$ cat src/hw/rtl/cwc_pkg.sv
// Shared constants, codes and types of the color window classifier.
package cwc_pkg;

    localparam int NUM_CLASSES      = 7;
    localparam int NUM_CHANNELS     = 4;
    localparam int LANE_BITS        = 16;
    localparam int REF_BITS         = NUM_CHANNELS * LANE_BITS;
    localparam int TOL_BITS         = 12;
    localparam int WTOL_BITS        = TOL_BITS + 1;
    localparam int EMPTY_WIDEN      = 40;
    localparam int CLASS_BITS       = 3;
    localparam int OUT_TDATA_BITS   = 8;
    localparam int CFG_DATA_BITS    = 64;
    localparam int CFG_ADDR_BITS    = 6;
    localparam int CFG_INDEX_LSB    = 3;
    localparam int CHANNEL_BITS_DEF = 16;

    typedef logic [CLASS_BITS-1:0] t_class;

    // Class codes, in priority order.
    localparam t_class CLS_RED     = 3'd0;
    localparam t_class CLS_GREEN   = 3'd1;
    localparam t_class CLS_BLUE    = 3'd2;
    localparam t_class CLS_YELLOW  = 3'd3;
    localparam t_class CLS_ORANGE  = 3'd4;
    localparam t_class CLS_WHITE   = 3'd5;
    localparam t_class CLS_EMPTY   = 3'd6;
    localparam t_class CLS_UNKNOWN = 3'd7;

    // Register indexes on the configuration port.
    typedef logic [2:0] t_reg_index;
    localparam t_reg_index REG_REF_RED    = 3'd0;
    localparam t_reg_index REG_REF_GREEN  = 3'd1;
    localparam t_reg_index REG_REF_BLUE   = 3'd2;
    localparam t_reg_index REG_REF_YELLOW = 3'd3;
    localparam t_reg_index REG_REF_ORANGE = 3'd4;
    localparam t_reg_index REG_REF_WHITE  = 3'd5;
    localparam t_reg_index REG_REF_EMPTY  = 3'd6;
    localparam t_reg_index REG_TOLERANCE  = 3'd7;

    // Per-class match flags moving from the lane stage to the merge stage.
    typedef struct packed {
        logic                   valid;
        logic [NUM_CLASSES-1:0] match;
    } t_match_word;

endpackage

$ cat src/hw/rtl/cwc_lane.sv
// One class lane: checks all four channels against one reference window.
module cwc_lane #(
    parameter int CHANNEL_BITS = cwc_pkg::CHANNEL_BITS_DEF
) (
    input  logic [cwc_pkg::REF_BITS-1:0]  i_sample,
    input  logic [cwc_pkg::REF_BITS-1:0]  i_ref,
    input  logic [cwc_pkg::WTOL_BITS-1:0] i_tol,
    output logic                          o_match
);
    import cwc_pkg::*;

    // Wide enough that neither channel plus tolerance can overflow.
    localparam int SUM_BITS =
        ((CHANNEL_BITS > WTOL_BITS) ? CHANNEL_BITS : WTOL_BITS) + 1;

    logic [NUM_CHANNELS-1:0] chan_ok;

    // Each channel must satisfy ref - tol <= meas <= ref + tol, rearranged
    // so that only unsigned additions appear.
    always_comb begin
        logic [SUM_BITS-1:0] meas;
        logic [SUM_BITS-1:0] refv;
        logic [SUM_BITS-1:0] tol;
        tol = SUM_BITS'(i_tol);
        for (int ch = 0; ch < NUM_CHANNELS; ch++) begin
            meas = SUM_BITS'(i_sample[ch*LANE_BITS +: CHANNEL_BITS]);
            refv = SUM_BITS'(i_ref[ch*LANE_BITS +: CHANNEL_BITS]);
            chan_ok[ch] = ((meas + tol) >= refv) && (meas <= (refv + tol));
        end
    end

    assign o_match = &chan_ok;

endmodule

$ cat src/hw/rtl/cwc_merge.sv
// Merge stage: picks the first matching class and holds the output word.
module cwc_merge (
    input  logic                       i_clk,
    input  logic                       i_rst_n,
    input  cwc_pkg::t_match_word       i_match,
    output logic                       o_ready,
    output logic                       o_valid,
    output cwc_pkg::t_class            o_class,
    input  logic                       i_ready
);
    import cwc_pkg::*;

    logic   r_valid;
    t_class r_class;
    t_class n_class;

    // Lowest class number wins; no match gives unknown.
    always_comb begin
        n_class = CLS_UNKNOWN;
        for (int k = NUM_CLASSES - 1; k >= 0; k--) begin
            if (i_match.match[k]) begin
                n_class = CLASS_BITS'(k);
            end
        end
    end

    assign o_ready = !r_valid || i_ready;

    // Output register: loads whenever it is empty or being drained.
    always_ff @(posedge i_clk) begin
        if (!i_rst_n) begin
            r_valid <= 1'b0;
        end else if (o_ready) begin
            r_valid <= i_match.valid;
        end
    end

    always_ff @(posedge i_clk) begin
        if (o_ready && i_match.valid) begin
            r_class <= n_class;
        end
    end

    assign o_valid = r_valid;
    assign o_class = r_class;

endmodule

$ cat src/hw/rtl/color_window_classifier.sv
// Top level of the color window classifier: register file, class lanes, pipeline.
//
//  Channel   Direction  Handshake                 Payload
//  s_axis    in         i_s_tvalid / o_s_tready   red, green, blue, white levels
//  m_axis    out        o_m_tvalid / i_m_tready   color class
//  apb       in/out     psel, penable, pwrite     64-bit references, tolerance
//
// A word is accepted every cycle while the pipeline has room; its class is registered
// first in the lane result register behind the lane comparators, then in the merge register.
// The seven window lanes compare all channels in parallel, combinationally.
// Reset clears the pipeline valid flags and all configuration registers to zero.
// A stall on the output backs up through the two stages; input stays ready
// as long as either stage has room.
module color_window_classifier #(
    parameter int CHANNEL_BITS = cwc_pkg::CHANNEL_BITS_DEF
) (
    input  logic                               i_clk,
    input  logic                               i_rst_n,
    // Input stream.
    input  logic                               i_s_tvalid,
    output logic                               o_s_tready,
    // tdata: red_level[15:0], green_level[31:16], blue_level[47:32], white_level[63:48]
    input  logic [cwc_pkg::REF_BITS-1:0]       i_s_tdata,
    // Output stream.
    output logic                               o_m_tvalid,
    input  logic                               i_m_tready,
    // tdata: color_class[2:0], zero fill [7:3]
    output logic [cwc_pkg::OUT_TDATA_BITS-1:0] o_m_tdata,
    // Configuration port.
    input  logic                               psel,
    input  logic                               penable,
    input  logic                               pwrite,
    input  logic [cwc_pkg::CFG_ADDR_BITS-1:0]  paddr,
    input  logic [cwc_pkg::CFG_DATA_BITS-1:0]  pwdata,
    output logic [cwc_pkg::CFG_DATA_BITS-1:0]  prdata,
    output logic                               pready
);
    import cwc_pkg::*;

    logic [REF_BITS-1:0]    r_ref [NUM_CLASSES];
    logic [TOL_BITS-1:0]    r_tol;
    t_reg_index             reg_index;
    logic                   cfg_write;
    logic [WTOL_BITS-1:0]   tol_std;
    logic [WTOL_BITS-1:0]   tol_empty;
    logic [NUM_CLASSES-1:0] lane_match;
    logic                   r_s1_valid;
    logic [NUM_CLASSES-1:0] r_s1_match;
    logic                   merge_ready;
    logic                   s1_ready;
    t_match_word            s1_word;
    t_class                 out_class;

    // Register decode: one 64-bit register per 8-byte slot.
    assign reg_index = paddr[CFG_ADDR_BITS-1:CFG_INDEX_LSB];
    assign cfg_write = psel && penable && pwrite;
    assign pready    = 1'b1;

    always_ff @(posedge i_clk) begin
        if (!i_rst_n) begin
            for (int k = 0; k < NUM_CLASSES; k++) begin
                r_ref[k] <= '0;
            end
            r_tol <= '0;
        end else if (cfg_write) begin
            if (reg_index == REG_TOLERANCE) begin
                r_tol <= pwdata[TOL_BITS-1:0];
            end else begin
                r_ref[reg_index] <= pwdata;
            end
        end
    end

    // Read back.
    always_comb begin
        case (reg_index)
            REG_REF_RED:    prdata = r_ref[REG_REF_RED];
            REG_REF_GREEN:  prdata = r_ref[REG_REF_GREEN];
            REG_REF_BLUE:   prdata = r_ref[REG_REF_BLUE];
            REG_REF_YELLOW: prdata = r_ref[REG_REF_YELLOW];
            REG_REF_ORANGE: prdata = r_ref[REG_REF_ORANGE];
            REG_REF_WHITE:  prdata = r_ref[REG_REF_WHITE];
            REG_REF_EMPTY:  prdata = r_ref[REG_REF_EMPTY];
            REG_TOLERANCE:  prdata = CFG_DATA_BITS'(r_tol);
            default:        prdata = '0;
        endcase
    end

    // The empty class uses a wider window than the colored classes.
    assign tol_std   = WTOL_BITS'(r_tol);
    assign tol_empty = WTOL_BITS'(r_tol) + WTOL_BITS'(EMPTY_WIDEN);

    // One window lane per reference class.
    for (genvar g = 0; g < NUM_CLASSES; g++) begin : g_lane
        cwc_lane #(
            .CHANNEL_BITS (CHANNEL_BITS)
        ) u_lane (
            .i_sample (i_s_tdata),
            .i_ref    (r_ref[g]),
            .i_tol    ((g == int'(CLS_EMPTY)) ? tol_empty : tol_std),
            .o_match  (lane_match[g])
        );
    end

    // Lane result register; it loads whenever it is empty or the merge stage can take its word.
    assign s1_ready   = !r_s1_valid || merge_ready;
    assign o_s_tready = s1_ready;

    always_ff @(posedge i_clk) begin
        if (!i_rst_n) begin
            r_s1_valid <= 1'b0;
        end else if (s1_ready) begin
            r_s1_valid <= i_s_tvalid;
        end
    end

    always_ff @(posedge i_clk) begin
        if (s1_ready && i_s_tvalid) begin
            r_s1_match <= lane_match;
        end
    end

    assign s1_word.valid = r_s1_valid;
    assign s1_word.match = r_s1_match;

    cwc_merge u_merge (
        .i_clk   (i_clk),
        .i_rst_n (i_rst_n),
        .i_match (s1_word),
        .o_ready (merge_ready),
        .o_valid (o_m_tvalid),
        .o_class (out_class),
        .i_ready (i_m_tready)
    );

    assign o_m_tdata = OUT_TDATA_BITS'(out_class);

endmodule

$ cat config.mk
export PLATFORM = sky130hd
export DESIGN_NAME = color_window_classifier
export DESIGN_NICKNAME = d
export VERILOG_FILES = /design/src/hw/rtl/cwc_pkg.sv /design/src/hw/rtl/cwc_lane.sv /design/src/hw/rtl/cwc_merge.sv /design/src/hw/rtl/color_window_classifier.sv
export SDC_FILE = /design/constraint.sdc
export NUM_CORES = 2
export LEC_CHECK = 0
export BUFFER_PORTS_ARGS = -buffer_cell sky130_fd_sc_hd__buf_2
export CORE_MARGIN = 1.5
export CORE_UTILIZATION = 59
export CTS_CLUSTER_SIZE = 12
export DETAILED_ROUTE_END_ITERATION = 8
export PLACE_DENSITY = 0.87
export SKIP_LAST_GASP = 1
export SLEW_MARGIN = 25
export SYNTH_ARGS = -nofsm -noshare
export SYNTH_HDL_FRONTEND = slang
export SYNTH_SLANG_ARGS = --single-unit
$ cat constraint.sdc
create_clock -name i_clk -period 7.3 [get_ports i_clk]
set_input_delay 1.095 -clock i_clk [delete_from_list [all_inputs] [get_ports i_clk]]
set_output_delay 1.095 -clock i_clk [all_outputs]
set_load 0.01 [all_outputs]
==> key figures <==
Drt
  • DR DRC count: 0
  • Final ANT Viol Nets: 0
  • Vias: 59,600
  • First-pass DRT Iterations: 8
  • Initial DRC count: 7,369
  • Average wire per standard cell: 27.5 µm
  • DRT Wirelength: 240,000 µm
  • Drt via density: 6.81

STA
  • Clock Skews: 0.0467 ns
  • Post-layout minimum cycle time: 6.21 ns
  • Max Clk Rate: 0.161 GHz
  • Final Hold Viols: 0
  • Rel. slew slack: 27.3%
  • Final Worst Setup Slack: 1.09 ns
  • Endpoints failing setup: 0
  • Sum of negative setup slack: 0 ns
  • Final Max Tran Viols: 0
  • Worst-Margin Slew: 1.08 ns
  • RSZ-0062 raised after global routing: false
  • Final Hold Slack: 0.495 ns
  • Tcrit/Tclk final: 85.1%

Die
  • Cell row count: 117
  • Die X: 323 µm
  • Die Height: 323 µm
  • I/O Pins: 216
  • Initial Util: 59.3%
  • Core footprint: 102,000 µm²
  • Die area: 104,000 µm²

Global routing
  • Global-route wire length before repair: 348,000 µm
  • Total gr overflow: 0
  • Largest net degree at the start of global routing: 83
  • Initial antenna violation count: 6
  • GRT Util Overall: 44.9%
  • Vias in the first global route: 56,600

Critical path
  • Worst path required time: 7.88 ns
  • Worst Setup End Kind: flip-flop
  • CP max FO: 12
  • CP max stage delay: 0.77 ns
  • WP depth: 16
  • Cells on worst reg2reg path: 16
  • Critical path buffer and inverter count: 2
  • Delay-heaviest family, CP: compound AO/OA/AOI/OAI gates
  • Crit path cell chain: inv_1 > buf_4 > ha_1 > nand2b_1 > a31oi_1 > o31ai_1 > o21a_1 > xor2_1 > ha_1 > nand4_1 > nor3_1 > a31oi_1 > o31ai_1 > nor2_1 > a2111oi_0 > and4b_1
  • Kind of critical path: reg2reg
  • Slowest cell on crit path: xor2_1
  • WP data arrival: 6.80 ns
  • Startpoint Class: flip-flop

Place
  • Inst Count DP: 8,644
  • # port buffers: 206
  • Cell Area, Placed: 63,500 µm²
  • Final HPWL DP: 184,000 µm
  • Setup Slack @ Placement: 1.27 ns
  • Routability cong.: 1.04

Final layout
  • Share of layout cells above drive strength 1: 6.54%
  • Fin area: 65,400 µm²
  • Share of the core filled with cells: 64.4%
  • Synth-to-layout area growth: 8.51%
  • Finished Layout Cells: 8,758
  • FF+latch area: 13,400 µm²
  • Multi-input gate area: 44,200 µm²
  • Post-layout nets: 8,849
  • Filler cells: 8,754

Synth
  • Top post-synthesis cells by area: ha_1 (28%), edfxtp_1 (20%), a21oi_1 (4.8%)
  • Number of synthesized register bits: 472
  • Post-synth ARST share: 0%
  • Post-Synthesis Cells: 7,122
  • Avg Inst Size Synth: 8.47 µm²
  • Yosys synthesis warning count: 0
  • Mapped Area: 60,300 µm²
  • Post-synth EDFFs: 394
  • Synth cell count leaders: ha_1 (1,341), nor2_1 (713), inv_1 (638), a21oi_1 (579), nand2_1 (495)
  • Netlist cell types: 85
  • Seq/Total Area, Yosys: 22.2%
  • Most frequent cell after synthesis: ha_1
  • Cell taking the most area after synthesis: ha_1
  • Area share of the leading cell type in the synthesized netlist: 27.8%
  • Ys flop type: edfxtp_1

Power and ir drop
  • PwrDens: 137 nW/µm²
  • Share of power burned in registers: 36.1%
  • Internal power: 5.73 mW
  • Sw Pwr: 3.22 mW
  • Clock share of power: 34.1%
  • Pleak: 30.3 nW
  • Peak supply drop: 0.000201 V
  • Overall Power: 8.95 mW
  • Gate power share: 29.8%
  • Switching Fraction: 36.0%

Clock tree
  • Clock slew at reported path FFs: 0.06 ns
  • H-tree levels: 2
  • CTS max path bufs: 3
  • Clk_lat worst skew: 0.71 ns
  • Post-CTS Hold Buffers: 0
  • CTS tree: done
  • # clock sinks: 472
  • Cts bufs inserted: 57
  • Setup Fix Bufs, Post-CTS: 0
  • Post-CTS sizing: 0
  • Clock Tree Root: clkbuf_16

Hold path
  • Worst Hold Class: reg2reg
  • Hold Path Stages: 2

Outcome
  • Status: finished clean

Flow run
  • Max Cap Viol: 0
[final timing paths]
path,startpoint,endpoint,slack [ns]
worst min register to register,r_ref[6][7],r_ref[6][7],0.50
worst min-delay path,r_ref[6][7],r_ref[6][7],0.50
worst max-delay path,r_tol[3],r_s1_match[1],1.09
worst max register to register,r_tol[3],r_s1_match[1],1.09
[power groups by stage]
stage | clock [mW] | combinational [mW] | sequential (mW)
after global routing | 3.12 | 2.88 | 3.23
after CTS | 3.03 | 2.56 | 3.22
after global placement | 0 | 2.46 | 3.27
after floorplan | 0 | 1.62 | 3.21
final | 3.05 | 2.67 | 3.23
after detailed placement | 0 | 2.54 | 3.27
[registers in the layout (all words and copies together) (netlist names)]
signal           cells
u_merge.o_valid      1
r_ref              448
r_tol               12
r_s1_match           7
r_s1_valid           1
u_merge.o_class      3
[layout make-up]
cell class | count | share of cell area [%]
diodes | 7 | 0.0268
repair buffers | 299 | 2.73
inverters | 639 | 3.67
clock buffers | 78 | 2.47
clock inverters | 29 | 0.461
multi-input cells | 5866 | 67.5
flip-flops and latches | 472 | 20.5
well taps | 1368 | 2.62
[per-layer routing]
metal	wire (µm)	GRT usage, %	up-vias
li1	-	-	26700
met1	89300	56.4	27700
met3	32100	11.5	1076
met2	98900	66.8	4134
met5	57	0	-
met4	20100	32.2	8
[logic make-up after synthesis]
| family | synth area share [%] |
|---|---|
| buffers and inverters | 4.96 |
| DFF | 22.2 |
| muxes | 0.502 |
| AOI/OAI and AO/OA | 21.4 |
| other | 0.0125 |
| xor gates and xnor gates | 6.74 |
| adders and majority gates | 28.9 |
| and+or+nand+nor | 15.3 |
[worst register-to-register path: cells and delay by family, from the launching register on]
family                     cells  cell delay, ns
adders and majority gates      2            0.66
xor gates and xnor gates       1            0.77
and+or+nand+nor                5            1.12
DFF                            1            0.74
AOI/OAI and AO/OA              6            1.88
buffers and inverters          2            0.93
[placed cells by master, fill, tap and decap left out, types with 206 or more instances in the layout]
master	Yosys	final
nor2_1	713	705
edfxtp_1	394	394
ha_1	1341	1341
nand2_1	495	491
xor2_1	207	206
a21oi_1	579	579
o21ai_0	345	339
a21o_1	241	241
inv_1	638	636
xnor2_1	257	253
Power figures use the tool's default switching activity.
